### config.mk
export PLATFORM = sky130hd
export DESIGN_NAME = word_xml_text_extractor
export DESIGN_NICKNAME = d
export VERILOG_FILES = /design/src/hdl/wxt_pkg.sv /design/src/hdl/wxt_step.sv /design/src/hdl/wxt_out.sv /design/src/hdl/word_xml_text_extractor.sv
export SDC_FILE = /design/constraint.sdc
export NUM_CORES = 1
export LEC_CHECK = 0
export BUFFER_PORTS_ARGS = -buffer_cell sky130_fd_sc_hd__buf_4
export CORE_UTILIZATION = 57
export DETAILED_ROUTE_END_ITERATION = 7
export PLACE_DENSITY_LB_ADDON = 0.08
export SETUP_SLACK_MARGIN = 0.15
export SKIP_CTS_REPAIR_TIMING = 1
export SYNTH_ARGS = -nofsm -noshare
export SYNTH_HDL_FRONTEND = slang
export SYNTH_SLANG_ARGS = --single-unit
### constraint.sdc
create_clock -name clk -period 3.5 [get_ports clk]
set_input_delay 0.175 -clock clk [delete_from_list [all_inputs] [get_ports clk]]
set_output_delay 0.175 -clock clk [all_outputs]
set_load 0.1 [all_outputs]
### src/hdl/wxt_pkg.sv
// Shared types, character codes and match pattern tables for the word XML
// text extractor. No dependencies; imported by every module of the block.
`default_nettype none

package wxt_pkg;

    // Character codes
    localparam logic [7:0] CH_TAB   = 8'h09;
    localparam logic [7:0] CH_NL    = 8'h0A;
    localparam logic [7:0] CH_SP    = 8'h20;
    localparam logic [7:0] CH_DQ    = 8'h22;
    localparam logic [7:0] CH_AMP   = 8'h26;
    localparam logic [7:0] CH_SQ    = 8'h27;
    localparam logic [7:0] CH_SLASH = 8'h2F;
    localparam logic [7:0] CH_COLON = 8'h3A;
    localparam logic [7:0] CH_SEMI  = 8'h3B;
    localparam logic [7:0] CH_LT    = 8'h3C;
    localparam logic [7:0] CH_GT    = 8'h3E;
    localparam logic [7:0] CH_A     = 8'h61;
    localparam logic [7:0] CH_B     = 8'h62;
    localparam logic [7:0] CH_G     = 8'h67;
    localparam logic [7:0] CH_L     = 8'h6C;
    localparam logic [7:0] CH_M     = 8'h6D;
    localparam logic [7:0] CH_O     = 8'h6F;
    localparam logic [7:0] CH_P     = 8'h70;
    localparam logic [7:0] CH_Q     = 8'h71;
    localparam logic [7:0] CH_R     = 8'h72;
    localparam logic [7:0] CH_S     = 8'h73;
    localparam logic [7:0] CH_T     = 8'h74;
    localparam logic [7:0] CH_U     = 8'h75;
    localparam logic [7:0] CH_W     = 8'h77;

    localparam int NPAT   = 5;
    localparam int PATLEN = 6;
    localparam logic [2:0] MAX_HELD = 3'd5;

    // Tag patterns seen outside runs
    localparam logic [2:0] OP_RUN      = 3'd0;   // <w:t>
    localparam logic [2:0] OP_RUN_ATTR = 3'd1;   // <w:t + space
    localparam logic [2:0] OP_PARA     = 3'd2;   // </w:p>
    localparam logic [2:0] OP_TAB      = 3'd3;   // <w:tab
    localparam logic [2:0] OP_BR       = 3'd4;   // <w:br

    localparam logic [7:0] OUTER_PAT [NPAT][PATLEN] = '{
        '{CH_LT, CH_W,     CH_COLON, CH_T,     CH_GT, 8'h00},
        '{CH_LT, CH_W,     CH_COLON, CH_T,     CH_SP, 8'h00},
        '{CH_LT, CH_SLASH, CH_W,     CH_COLON, CH_P,  CH_GT},
        '{CH_LT, CH_W,     CH_COLON, CH_T,     CH_A,  CH_B},
        '{CH_LT, CH_W,     CH_COLON, CH_B,     CH_R,  8'h00}
    };
    localparam logic [2:0] OUTER_LEN [NPAT] = '{3'd5, 3'd5, 3'd6, 3'd6, 3'd5};

    localparam logic [7:0] ENT_PAT [NPAT][PATLEN] = '{
        '{CH_AMP, CH_A, CH_M, CH_P, CH_SEMI, 8'h00},
        '{CH_AMP, CH_L, CH_T, CH_SEMI, 8'h00, 8'h00},
        '{CH_AMP, CH_G, CH_T, CH_SEMI, 8'h00, 8'h00},
        '{CH_AMP, CH_Q, CH_U, CH_O, CH_T, CH_SEMI},
        '{CH_AMP, CH_A, CH_P, CH_O, CH_S, CH_SEMI}
    };
    localparam logic [2:0] ENT_LEN [NPAT] = '{3'd5, 3'd4, 3'd4, 3'd6, 3'd6};
    localparam logic [7:0] ENT_VAL [NPAT] = '{CH_AMP, CH_LT, CH_GT, CH_DQ, CH_SQ};

    localparam logic [7:0] CLOSE_PAT [PATLEN] =
        '{CH_LT, CH_SLASH, CH_W, CH_COLON, CH_T, CH_GT};

    typedef enum logic [1:0] {
        MODE_OUT  = 2'd0,   // outside runs
        MODE_SKIP = 2'd1,   // inside an opening run tag, waiting for '>'
        MODE_TEXT = 2'd2    // copying run text
    } mode_t;

    // Source of held bytes that get flushed raw: one of the entities or
    // the run close tag.
    typedef enum logic [2:0] {
        FL_AMP   = 3'd0,
        FL_LT    = 3'd1,
        FL_GT    = 3'd2,
        FL_QUOT  = 3'd3,
        FL_APOS  = 3'd4,
        FL_CLOSE = 3'd5
    } flush_src_t;

    typedef struct packed {
        mode_t      mode;
        logic [2:0] pos;
        logic [4:0] mask;
    } scan_t;

    // Compact description of all beats one input byte produces:
    // flushed held bytes, then an optional byte, then an optional end beat.
    typedef struct packed {
        flush_src_t flush_src;
        logic [2:0] flush_cnt;
        logic       extra_vld;
        logic [7:0] extra_byte;
        logic       end_vld;
    } res_t;

    function automatic logic [7:0] flush_char(flush_src_t src, logic [2:0] idx);
        logic [7:0] ch;
        if (src == FL_CLOSE)
            ch = CLOSE_PAT[idx];
        else
            ch = ENT_PAT[src][idx];
        return ch;
    endfunction

endpackage

`default_nettype wire

### src/hdl/wxt_step.sv
// Per-byte scan logic: next match state and beat description for one byte.
// Depends on wxt_pkg.
`default_nettype none

module wxt_step (
    input  wire logic          [7:0] in_byte,
    input  wire logic                is_final,
    input  wire wxt_pkg::scan_t      cur,
    output wxt_pkg::scan_t           nxt,
    output wxt_pkg::res_t            res
);
    import wxt_pkg::*;

    logic [4:0]  ent_hit;
    logic [4:0]  out_hit;
    logic        ent_done_vld;
    flush_src_t  ent_done_idx;
    logic        out_done_vld;
    logic [2:0]  out_done_idx;
    flush_src_t  first_cand;
    logic        fresh;
    logic        held_ok;

    // Candidate advance for both pattern sets, five independent lanes
    always_comb
    begin
        ent_done_vld = 1'b0;
        ent_done_idx = FL_AMP;
        out_done_vld = 1'b0;
        out_done_idx = OP_RUN;
        first_cand   = FL_AMP;
        for (int i = NPAT - 1; i >= 0; i--)
        begin
            ent_hit[i] = cur.mask[i] && (cur.pos < ENT_LEN[i]) &&
                         (ENT_PAT[i][cur.pos] == in_byte);
            out_hit[i] = cur.mask[i] && (cur.pos < OUTER_LEN[i]) &&
                         (OUTER_PAT[i][cur.pos] == in_byte);
            // descending loop: lowest index wins
            if (ent_hit[i] && (ENT_LEN[i] == cur.pos + 3'd1))
            begin
                ent_done_vld = 1'b1;
                ent_done_idx = flush_src_t'(3'(i));
            end
            if (out_hit[i] && (OUTER_LEN[i] == cur.pos + 3'd1))
            begin
                out_done_vld = 1'b1;
                out_done_idx = 3'(i);
            end
            if (cur.mask[i])
                first_cand = flush_src_t'(3'(i));
        end
    end

    assign held_ok = (cur.pos != 3'd0) && (cur.pos <= MAX_HELD);

    always_comb
    begin
        nxt = cur;
        res = '{flush_src: FL_AMP, flush_cnt: 3'd0, extra_vld: 1'b0,
                extra_byte: 8'h00, end_vld: 1'b0};
        fresh = 1'b0;

        unique case (cur.mode)
            MODE_SKIP:
            begin
                if (in_byte == CH_GT)
                    nxt.mode = MODE_TEXT;
            end
            MODE_TEXT:
            begin
                if (!held_ok)
                begin
                    nxt.pos  = 3'd0;
                    nxt.mask = 5'd0;
                    fresh    = 1'b1;
                end
                else if (cur.mask != 5'd0)
                begin
                    if (ent_done_vld)
                    begin
                        nxt.pos        = 3'd0;
                        nxt.mask       = 5'd0;
                        res.extra_vld  = 1'b1;
                        res.extra_byte = ENT_VAL[ent_done_idx];
                    end
                    else if (ent_hit != 5'd0)
                    begin
                        nxt.mask = ent_hit;
                        nxt.pos  = cur.pos + 3'd1;
                    end
                    else
                    begin
                        res.flush_src = first_cand;
                        res.flush_cnt = cur.pos;
                        nxt.pos       = 3'd0;
                        nxt.mask      = 5'd0;
                        fresh         = 1'b1;
                    end
                end
                else if (CLOSE_PAT[cur.pos] == in_byte)
                begin
                    if (cur.pos == MAX_HELD)
                    begin
                        nxt.pos  = 3'd0;
                        nxt.mask = 5'd0;
                        nxt.mode = MODE_OUT;
                    end
                    else
                        nxt.pos = cur.pos + 3'd1;
                end
                else
                begin
                    res.flush_src = FL_CLOSE;
                    res.flush_cnt = cur.pos;
                    nxt.pos       = 3'd0;
                    nxt.mask      = 5'd0;
                    fresh         = 1'b1;
                end
            end
            default:
            begin
                // outside runs; the unused mode code lands here too
                nxt.mode = MODE_OUT;
                if (held_ok && out_done_vld)
                begin
                    nxt.pos  = 3'd0;
                    nxt.mask = 5'd0;
                    unique case (out_done_idx)
                        OP_RUN:      nxt.mode = MODE_TEXT;
                        OP_RUN_ATTR: nxt.mode = MODE_SKIP;
                        OP_TAB:
                        begin
                            res.extra_vld  = 1'b1;
                            res.extra_byte = CH_TAB;
                        end
                        default:
                        begin
                            res.extra_vld  = 1'b1;
                            res.extra_byte = CH_NL;
                        end
                    endcase
                end
                else if (held_ok && (out_hit != 5'd0))
                begin
                    nxt.mask = out_hit;
                    nxt.pos  = cur.pos + 3'd1;
                end
                else if (in_byte == CH_LT)
                begin
                    nxt.pos  = 3'd1;
                    nxt.mask = 5'h1F;
                end
                else
                begin
                    nxt.pos  = 3'd0;
                    nxt.mask = 5'd0;
                end
            end
        endcase

        // run text byte with nothing held: start a match or copy it
        if (fresh)
        begin
            if (in_byte == CH_AMP)
            begin
                nxt.pos  = 3'd1;
                nxt.mask = 5'h1F;
            end
            else if (in_byte == CH_LT)
            begin
                nxt.pos  = 3'd1;
                nxt.mask = 5'd0;
            end
            else
            begin
                res.extra_vld  = 1'b1;
                res.extra_byte = in_byte;
            end
        end

        if (is_final)
        begin
            nxt.mode    = MODE_OUT;
            nxt.pos     = 3'd0;
            nxt.mask    = 5'd0;
            res.end_vld = 1'b1;
        end
    end

endmodule

`default_nettype wire

### src/hdl/wxt_out.sv
// Result register and beat serializer: holds one byte's beat description and
// walks it out one beat per handshake. Depends on wxt_pkg.
`default_nettype none

module wxt_out (
    input  wire logic                clk,
    input  wire logic                rst_n,
    input  wire logic                load,
    input  wire wxt_pkg::res_t       res,
    output logic                     free,
    output logic                     m_tvalid,
    input  wire logic                m_tready,
    output logic               [7:0] m_tdata,   // [7:0] out_byte
    output logic               [1:0] m_tuser,   // [0] has_byte, [1] doc_end
    output logic                     m_tlast    // run_last
);
    import wxt_pkg::*;

    res_t       res_reg;
    logic       buf_valid_reg;
    logic       buf_valid_next;
    logic [2:0] idx_reg;
    logic [2:0] idx_next;
    logic [2:0] total;
    logic       last;
    logic       beat;

    assign total = res_reg.flush_cnt + {2'b00, res_reg.extra_vld} +
                   {2'b00, res_reg.end_vld};
    assign last  = (idx_reg == total - 3'd1);
    assign beat  = buf_valid_reg && m_tready;
    assign free  = !buf_valid_reg || (m_tready && last);

    always_comb
    begin
        buf_valid_next = buf_valid_reg;
        idx_next       = idx_reg;
        if (load)
        begin
            buf_valid_next = 1'b1;
            idx_next       = 3'd0;
        end
        else if (beat)
        begin
            if (last)
                buf_valid_next = 1'b0;
            else
                idx_next = idx_reg + 3'd1;
        end
    end

    always_ff @(posedge clk or negedge rst_n)
    begin
        if (!rst_n)
        begin
            buf_valid_reg <= 1'b0;
            idx_reg       <= 3'd0;
        end
        else
        begin
            buf_valid_reg <= buf_valid_next;
            idx_reg       <= idx_next;
        end
    end

    always_ff @(posedge clk)
    begin
        if (load)
            res_reg <= res;
    end

    always_comb
    begin
        m_tdata = 8'h00;
        m_tuser = 2'b00;
        priority if (idx_reg < res_reg.flush_cnt)
        begin
            m_tdata    = flush_char(res_reg.flush_src, idx_reg);
            m_tuser[0] = 1'b1;
        end
        else if (res_reg.extra_vld && (idx_reg == res_reg.flush_cnt))
        begin
            m_tdata    = res_reg.extra_byte;
            m_tuser[0] = 1'b1;
        end
        else
            m_tuser[1] = 1'b1;
    end

    assign m_tvalid = buf_valid_reg;
    assign m_tlast  = last;

endmodule

`default_nettype wire

### src/hdl/word_xml_text_extractor.sv
// Top level of the word XML text extractor: input register, scan state and
// result serializer. Depends on wxt_pkg, wxt_step and wxt_out.
`default_nettype none

// Takes the body of a word-processing XML document one byte per beat on the
// s_ side (s_tlast marks the document's last byte) and streams out its plain
// text on the m_ side. Outside text runs, a paragraph close gives a newline,
// a break tag gives a newline and a tab tag gives a tab; everything else is
// dropped. A run open tag (with or without attributes) starts copying, with
// the five standard entities decoded, until the run close tag. A partial
// entity or close tag that fails inside a run is emitted raw. Each input byte
// yields zero to seven output beats; m_tlast flags the last beat of one input
// byte, m_tuser[0] says the beat carries a text byte and m_tuser[1] marks the
// extra closing beat that follows the final document byte (a run cut off by
// the end of input keeps the text it already gave; a held partial match is
// dropped there). Rate: one input byte per cycle while each byte gives at
// most one beat and m_tready stays high; a byte that gives more beats holds the
// input side while the single output register serializes them. A byte passes
// through the input register and then the result register before its first beat.
module word_xml_text_extractor (
    input  wire logic       clk,
    input  wire logic       rst_n,
    input  wire logic       s_tvalid,
    output logic            s_tready,
    input  wire logic [7:0] s_tdata,    // [7:0] in_byte
    input  wire logic       s_tlast,    // is_final
    output logic            m_tvalid,
    input  wire logic       m_tready,
    output logic      [7:0] m_tdata,    // [7:0] out_byte
    output logic      [1:0] m_tuser,    // [0] has_byte, [1] doc_end
    output logic            m_tlast     // run_last
);
    import wxt_pkg::*;

    // input register
    logic       in_valid_reg;
    logic       in_valid_next;
    logic [7:0] in_byte_reg;
    logic       in_final_reg;

    scan_t      scan_reg;
    scan_t      scan_next;
    res_t       step_res;
    logic       out_free;
    logic       in_go;
    logic       load;

    // the registered byte moves on once the serializer can take its beats
    assign in_go    = in_valid_reg && out_free;
    assign load     = in_go && ((step_res.flush_cnt != 3'd0) || step_res.extra_vld ||
                                step_res.end_vld);
    assign s_tready = !in_valid_reg || out_free;

    always_comb
    begin
        in_valid_next = in_valid_reg;
        if (s_tvalid && s_tready)
            in_valid_next = 1'b1;
        else if (in_go)
            in_valid_next = 1'b0;
    end

    always_ff @(posedge clk or negedge rst_n)
    begin
        if (!rst_n)
        begin
            in_valid_reg <= 1'b0;
            scan_reg     <= '{mode: MODE_OUT, pos: 3'd0, mask: 5'd0};
        end
        else
        begin
            in_valid_reg <= in_valid_next;
            if (in_go)
                scan_reg <= scan_next;
        end
    end

    always_ff @(posedge clk)
    begin
        if (s_tvalid && s_tready)
        begin
            in_byte_reg  <= s_tdata;
            in_final_reg <= s_tlast;
        end
    end

    wxt_step u_step (
        .in_byte  (in_byte_reg),
        .is_final (in_final_reg),
        .cur      (scan_reg),
        .nxt      (scan_next),
        .res      (step_res)
    );

    wxt_out u_out (
        .clk      (clk),
        .rst_n    (rst_n),
        .load     (load),
        .res      (step_res),
        .free     (out_free),
        .m_tvalid (m_tvalid),
        .m_tready (m_tready),
        .m_tdata  (m_tdata),
        .m_tuser  (m_tuser),
        .m_tlast  (m_tlast)
    );

    // held match never longer than the longest unfinished pattern
    assert property (@(posedge clk) disable iff (!rst_n)
        scan_reg.pos <= MAX_HELD)
        else $error("held match length out of range");

    // the document's last byte leaves the scanner in its reset state
    assert property (@(posedge clk) disable iff (!rst_n)
        in_go && in_final_reg |=>
            scan_reg.mode == MODE_OUT && scan_reg.pos == 3'd0 && scan_reg.mask == 5'd0)
        else $error("scan state not cleared after final byte");

    // the end beat is always the last beat of its input byte
    assert property (@(posedge clk) disable iff (!rst_n)
        m_tvalid && m_tuser[1] |-> m_tlast && !m_tuser[0])
        else $error("end beat not last or carries a byte");

    // while skipping an open tag no match is held
    assert property (@(posedge clk) disable iff (!rst_n)
        scan_reg.mode == MODE_SKIP |-> scan_reg.pos == 3'd0)
        else $error("match held while skipping run tag");

endmodule

`default_nettype wire
# After elaboration in Yosys (flattened, before gate mapping)

Memory sizes are Yosys's and may differ from the RTL's.
Index checks and enable logic that the tools add are counted.

$add $sub $neg: 5
$lt $le $gt $ge: 9
Eq/ne operators: 31
Mux-type cells: 115
Bitwise operators: 4
Reductions and logical operators: 57

Operators by type and width:

| operator                                                                | number |
|---|---|
| 8-bit two-way mux                                                       | 41 |
| 48-bit two-way mux                                                      | 2 |
| 8-bit == test                                                           | 11 |
| 3-bit two-way mux                                                       | 20 |
| 9-bit two-way mux                                                       | 6 |
| 1-bit logical AND                                                       | 37 |
| 9-bit one-hot mux with 2 select lines                                   | 2 |
| 6-bit two-way mux                                                       | 5 |
| 1-bit two-way mux                                                       | 26 |
| 8-bit binary-select mux with 3-bit select                               | 1 |
| 8-bit by 6-bit == test with 1-bit output, second input constant         | 3 |
| 4-bit >= comparator, second input constant                              | 4 |
| 3-bit inverter with 4-bit output                                        | 4 |
| 8-bit one-hot mux with 2 select lines                                   | 1 |
| 5-bit nonzero test                                                      | 3 |
| 12-bit two-way mux                                                      | 1 |
| 2-bit two-way mux                                                       | 6 |
| 3-bit by 2-bit inequality test with 1-bit output, second input constant | 4 |
| 10-bit two-way mux                                                      | 1 |
| 3-bit == test, first input constant                                     | 3 |
| 3-bit < comparator, second input constant                               | 3 |
| 2-bit one-hot mux with 2 select lines                                   | 2 |
| 3-bit by 1-bit adder with 3-bit output                                  | 2 |
| 3-bit by 1-bit adder with 3-bit output, second input constant           | 2 |
| 20 further kinds                                                        | 31 |

Flip-flop bits (word level): 40
ROM bits: 1216
Input bits: 13
Output and inout bits: 13
Logic and storage cells: 248
Memories kept: 14

Memories:

| memory          | depth | bits a word | rd ports | clocked after Yosys merged registers in | wr ports | line            | RTL |
|---|---|---|---|---|---|---|---|
| (no name shown) | 8     | 48          | 1        | 0                                       | 0        | wxt_pkg.sv:104  | `ch = ENT_PAT[src][idx];` |
| (no name shown) | 8     | 8           | 1        | 0                                       | 0        | wxt_step.sv:100 | `else if (CLOSE_PAT[cur.pos] == in_byte)` |
| (no name shown) | 8     | 8           | 1        | 0                                       | 0        | wxt_step.sv:35  | `(ENT_PAT[i][cur.pos] == in_byte);` |
| (no name shown) | 8     | 8           | 1        | 0                                       | 0        | wxt_step.sv:37  | `(OUTER_PAT[i][cur.pos] == in_byte);` |
| (no name shown) | 8     | 8           | 1        | 0                                       | 0        | wxt_step.sv:35  |  |
| (no name shown) | 8     | 8           | 1        | 0                                       | 0        | wxt_step.sv:37  |  |
| 8 more memories | n/a   | n/a         | n/a      | n/a                                     | n/a      | n/a             |  |

# Longest topological paths before layout

Depth after elaboration: 28
Depth in mapped cells: 14
Mapped depth without buffers: 13

# By module

Synthesis repeated with hierarchy kept, for this count alone.

Cell total of the unflattened synthesis: 547
Area, all modules: 4688.2 um^2

Modules (own cells, without submodules):

| module                  | instances | cells each | area an instance (um^2) | seq. area each (um^2) |
|---|---|---|---|---|
| wxt_step                | 1         | 361        | 2484.9                  | 0.0 |
| wxt_out                 | 1         | 148        | 1461.4                  | 580.6 |
| word_xml_text_extractor | 1         | 38         | 742.0                   | 545.5 |

# Worst setup path after synthesis

No wires, ideal clock.

Path type: reg2out
Start point: reg u_out.idx_reg[1]
End point: out m_tdata[0]
Arrival time: 3.700 ns
Data required time: 3.325 ns
Setup slack: -0.375 ns
Stages on the path, launching flop included: 8
Buffers on the path: 1
Cells stage by stage: dfrtp_1 clkbuf_1 clkinv_1 ha_1 nor2_1 a31oi_1 o21ai_0 o21ai_0

Word-level cells in the longest chain between the ends: 6
Elaborated cells between the ends (all ways): 13
Classes of those cells: order compare: 1; eq/ne: 1; mux: 8; bitwise: 1; reduce/logical: 1; memory: 1

RTL lines:

| item                                                                                      | line                           | RTL |
|---|---|---|
| start: declaration                                                                        | wxt_out.sv:22                  | `logic [2:0] idx_reg;` |
| start signal: assignment                                                                  | wxt_out.sv:62                  | `idx_reg <= idx_next;` |
| 3-bit inverter with 4-bit output (implied by the code)                                    | wxt_pkg.sv:102, wxt_pkg.sv:104 |  |
| memory read 8 x 8 bit / 8-bit binary-select mux with 3-bit select (equally long branches) | n/a                            |  |
| 8-bit two-way mux, on equally long branches (2 in a row)                                  | wxt_pkg.sv:102, wxt_pkg.sv:104 |  |
| 8-bit two-way mux                                                                         | wxt_pkg.sv:101                 | `if (src == FL_CLOSE)` |
| 8-bit two-way mux *                                                                       | wxt_out.sv:76                  | `priority if (idx_reg < res_reg.flush_cnt)` |
| end: declaration                                                                          | word_xml_text_extractor.sv:29  | `output logic [7:0] m_tdata,` |

Mark *: on every way between the ends. The rest lies on a longest branch, timed or not. The select of a mux whose other input is x is not followed.

# Worst setup path after layout

Start point: reg scan_reg[5] (netlist name)
End point: reg scan_reg[1] (netlist name)

Word-level cells in the longest chain between the ends: 20
Elaborated cells between the ends (all ways): 117
Classes of those cells: add/sub: 1; order compare: 4; eq/ne: 15; mux: 51; bitwise: 1; reduce/logical: 34; memory: 11

RTL lines:

| item                                                   | line                                            | RTL |
|---|---|---|
| start: declaration                                     | word_xml_text_extractor.sv:41                   | `scan_t scan_reg;` |
| start signal: assignment                               | word_xml_text_extractor.sv:68                   | `scan_reg <= '{mode: MODE_OUT, pos: 3'd0, mask: 5'd0};` |
| start signal: assignment                               | word_xml_text_extractor.sv:74                   | `scan_reg <= scan_next;` |
| 3-bit inverter with 4-bit output (implied by the code) | wxt_step.sv:35, wxt_step.sv:37, wxt_step.sv:100 |  |
| memory read 8 x 8 bit                                  | n/a                                             |  |
| 8-bit two-way mux (implied by the code) (2 in a row)   | wxt_step.sv:35                                  |  |
| 8-bit == test                                          | wxt_step.sv:35                                  |  |
| 1-bit logical AND                                      | wxt_step.sv:34                                  | `ent_hit[i] = cur.mask[i] && (cur.pos < ENT_LEN[i]) &&` |
| 1-bit logical AND                                      | wxt_step.sv:39                                  | `if (ent_hit[i] && (ENT_LEN[i] == cur.pos + 3'd1))` |
| 1-bit two-way mux (5 in a row)                         | wxt_step.sv:39                                  |  |
| 8-bit two-way mux                                      | wxt_step.sv:79                                  | `if (ent_done_vld)` |
| 8-bit two-way mux                                      | wxt_step.sv:77                                  | `else if (cur.mask != 5'd0)` |
| 8-bit two-way mux                                      | wxt_step.sv:71                                  | `if (!held_ok)` |
| 8-bit one-hot mux with 2 select lines                  | wxt_step.sv:63                                  | `unique case (cur.mode)` |
| 8-bit two-way mux                                      | wxt_step.sv:169                                 | `else if (in_byte == CH_LT)` |
| 8-bit two-way mux                                      | wxt_step.sv:164                                 | `if (in_byte == CH_AMP)` |
| 8-bit two-way mux *                                    | wxt_step.sv:162                                 | `if (fresh)` |
| 10-bit two-way mux *                                   | wxt_step.sv:181                                 | `if (is_final)` |

Marks and branches as above.
A chain may end at the register's enable or synchronous reset.

==> impl_metrics.py <==
metrics = {
    "clock_tree": {
        "cts_buffer_depth": 2,
        "clk_pin_slew_worst_paths_ns": 0.08,
        "root_buffer": "clkbuf_8",
        "cts_tree": "yes",
        "clock_insertion_delay_worst_skew_ns": 0.30,
        "sinks_on_clock_net": 40,
        "cts_htree_levels": 2,
        "cts_made_buffers": 5,
    },
    "floorplanning": {
        "core_area_mm2": 0.00781,
        "die_w_um": 92.5,
        "floorplan.die_area_mm2": 0.00856,
        "die_h_um": 92.5,
        "row_count": 32,
        "start_util": 0.598,
        "number_of_top_level_design_ports": 26,
    },
    "critical_path": {
        "path_class": "flop to flop",
        "critPathBufInv": 2,
        "crit_path_start_kind": "flop",
        "critical_path.endpoint_type": "flop",
        "cpLargestDelayFamily": "simple AND/OR/NAND/NOR gates",
        "cp_data_required_time_ns": 3.74,
        "crit_path_frequent_cell": "buf_4",
        "regToRegStartpoint": "scan_reg[5]",
        "sequence_of_cells_on_the_critical_path": "buf_4, ha_1, xnor2_1, nor4_1, and2_2, and3_1, nor4_2, buf_4, a41oi_1, a2111oi_0, a2111o_1",
        "critical_path_peak_fanout": 14,
        "max_stage_delay_ns": 0.54,
        "setup.worst_path.start": "scan_reg[5]",
        "critical_path.slowest_cell": "a2111oi_0",
        "cp.arrival_ns": 3.60,
    },
    "flow_run": {
        "max_cap_violations": 0,
    },
    "placement": {
        "count_of_input_and_output_buffers": 25,
        "placement.cell_area_mm2": 0.00511,
        "worst_setup_timing_slack_at_the_placement_stage_ns": 0.164,
        "gp_congestion": 1.06,
        "dp_hpwl_um": 10700,
    },
    "status": {
        "run_status": "finished clean",
    },
    "pwr": {
        "power.density_cell_area_mw_per_mm2": 824,
        "vdd_drop_max_uv": 672,
        "power.static_leakage_nw": 2.09,
    },
    "yosys": {
        "synth.yosys.seq_area_share": 0.241,
        "yosys-top-cells-count": "nand2_1 (38), o21ai_0 (36), ha_1 (33)",
        "ys.warnings.count": 0,
        "synth_edf_count": 25,
        "synthTopCellsByArea": "edfxtp_1 (16%), ha_1 (8.8%), dfrtp_1 (8.0%)",
        "synth.net_count": 585,
        "async_reset_ff_frac": 0.375,
        "post_synth.cell_area_avg_um2": 8.68,
        "ys_ff_latch": 40,
        "fraction_of_post_synthesis_cell_area_in_the_top_cell_type_by_area": 0.161,
        "post_synth_num_cell_types": 91,
        "synth_area_mm2": 0.00467,
        "biggest_area_consumer_among_synthesized_cells": "edfxtp_1",
        "synthMostInstantiatedCell": "nand2_1",
        "ys_flop_type": "edfxtp_1",
        "syn_inst": 538,
    },
    "sta": {
        "rsz0062_at_grt": "no",
        "hold_violations": 0,
        "timing_worst_slew_pin_value_ns": 0.619,
        "relSlewSlack": 0.587,
        "timing.clock.skew_ns": 0.00595,
        "peak_clock_frequency_supported_by_timing_mhz": 298,
        "worst_hold_slack_ns": 0.0438,
        "setup_viol": 0,
        "final_period_minus_worst_setup_slack_ns": 3.35,
        "drv_slew": 0,
        "post-route-worst-setup-slack_ns": 0.147,
        "final_min_period_over_clock_period": 0.958,
    },
    "finish": {
        "largest_register_ffs": 16,
        "final_net_count": 627,
        "areaGrowthSynthToFinish_pct": 14.0,
        "antenna_cells_inserted": 0,
        "final_layout_size_suffix_gt1_frac": 0.227,
        "final_design_area_no_fill_mm2": 0.00533,
    },
    "grt": {
        "global_route_wire_length_before_repair_um": 22300,
        "grt.total_usage": 0.340,
        "antenna_found_initial": 0,
        "grt-ovfl-total": 0,
        "grt_start_max_net_pins": 20,
        "first_global_vias": 4264,
    },
    "routing": {
        "drt.antenna.violating_nets": 0,
        "routed_wirelength_um": 14200,
        "wl_per_cell_um": 20.8,
        "route.detailed.drc": 0,
        "num_vias": 4592,
        "first_pass_iters": 5,
        "first_iter_violations": 599,
        "vias_per_cell": 6.72,
    },
    "hold_path": {
        "hold_path_startpoint": "s_tdata[6]",
        "min-delay-path-class": "primary input to flop",
    },
}
## through the flow
step | instances | setup TNS (ns) | util | total power [mW]
after CTS | 679 | 0 | 0.668 | 4.28
final | 683 | 0 | 0.682 | 4.39
after global routing | 683 | 0 | 0.682 | 4.63
after floorplan | 538 | -0.814 | - | 3.24
after global placement | 671 | 0 | 0.654 | 3.88
after detailed placement | 671 | 0 | 0.654 | 3.92
## routing by layer
layer  routed length (um)  GRT usage
met5                    0          0
met1                 5820      0.461
met3                 1600      0.103
met2                 6320      0.519
met4                  468      0.103
## kinds of logic after synthesis
group	count (synthesis)	share of synthesized area
adders and majority gates	34	0.0927
and+or+nand+nor	197	0.242
buffers and inverters	64	0.0739
xor gates and xnor gates	40	0.0766
muxes	8	0.0204
AOI/OAI and AO/OA	155	0.254
DFF	40	0.241
## cell type report
class | count | area, um2
clock inverters | 2 | 17.5
well taps | 102 | 128
multi-input cells | 434 | 3310
flip-flops and latches | 40 | 1130
clock buffers | 6 | 93.8
repair buffers | 70 | 541
inverters | 29 | 114
fillers | 638 | 2480
## cells in the final DEF, fill, tap and decap left out, types with 4 or more instances in the layout
cell       count
buf_4         68
nand2_1       38
xnor2_1       23
and3_1         6
nor3b_1        5
nor2_1        31
a21oi_1       23
clkbuf_8       5
o21ai_1        6
o32ai_1        5
nand3_1       18
nand2b_1      11
xor2_1        15
nor3_1        22
ha_1          31
mux2i_1        5
nor4_4         4
and2_1         6
nor2b_1        4
a31oi_1        6
a41oi_1        4
nand4_1        4
dfrtp_1       14
a2111oi_0      4
inv_1         25
a2111o_1       4
o211ai_1       5
edfxtp_1      25
nand3b_1       7
o21a_1         8
a2111oi_1      6
and3_2         5
o21ai_0       31
## power breakdown
group / leakage [nW] / switching (mW) / internal, mW
Combinational: 1.61 / 2.25 / 0.927
Clock: 0.0565 / 0.177 / 0.186
Sequential: 0.425 / 0.189 / 0.666
Total: 2.09 / 2.61 / 1.78
## final timing paths
kind | end | slack (ns) | cells past startpoint
worst max-delay path | scan_reg[1] | 0.15 | 11
worst min-delay path | in_byte_reg[6] | 0.04 | 1
worst max register to register | scan_reg[1] | 0.15 | 11
worst min register to register | u_out.m_tvalid | 0.51 | 1
max in group asynchronous | scan_reg[5] | 3.00 | 2
min in group asynchronous | u_out.m_tvalid | 0.29 | 2
Note: power is estimated with default switching activity, not from simulation.
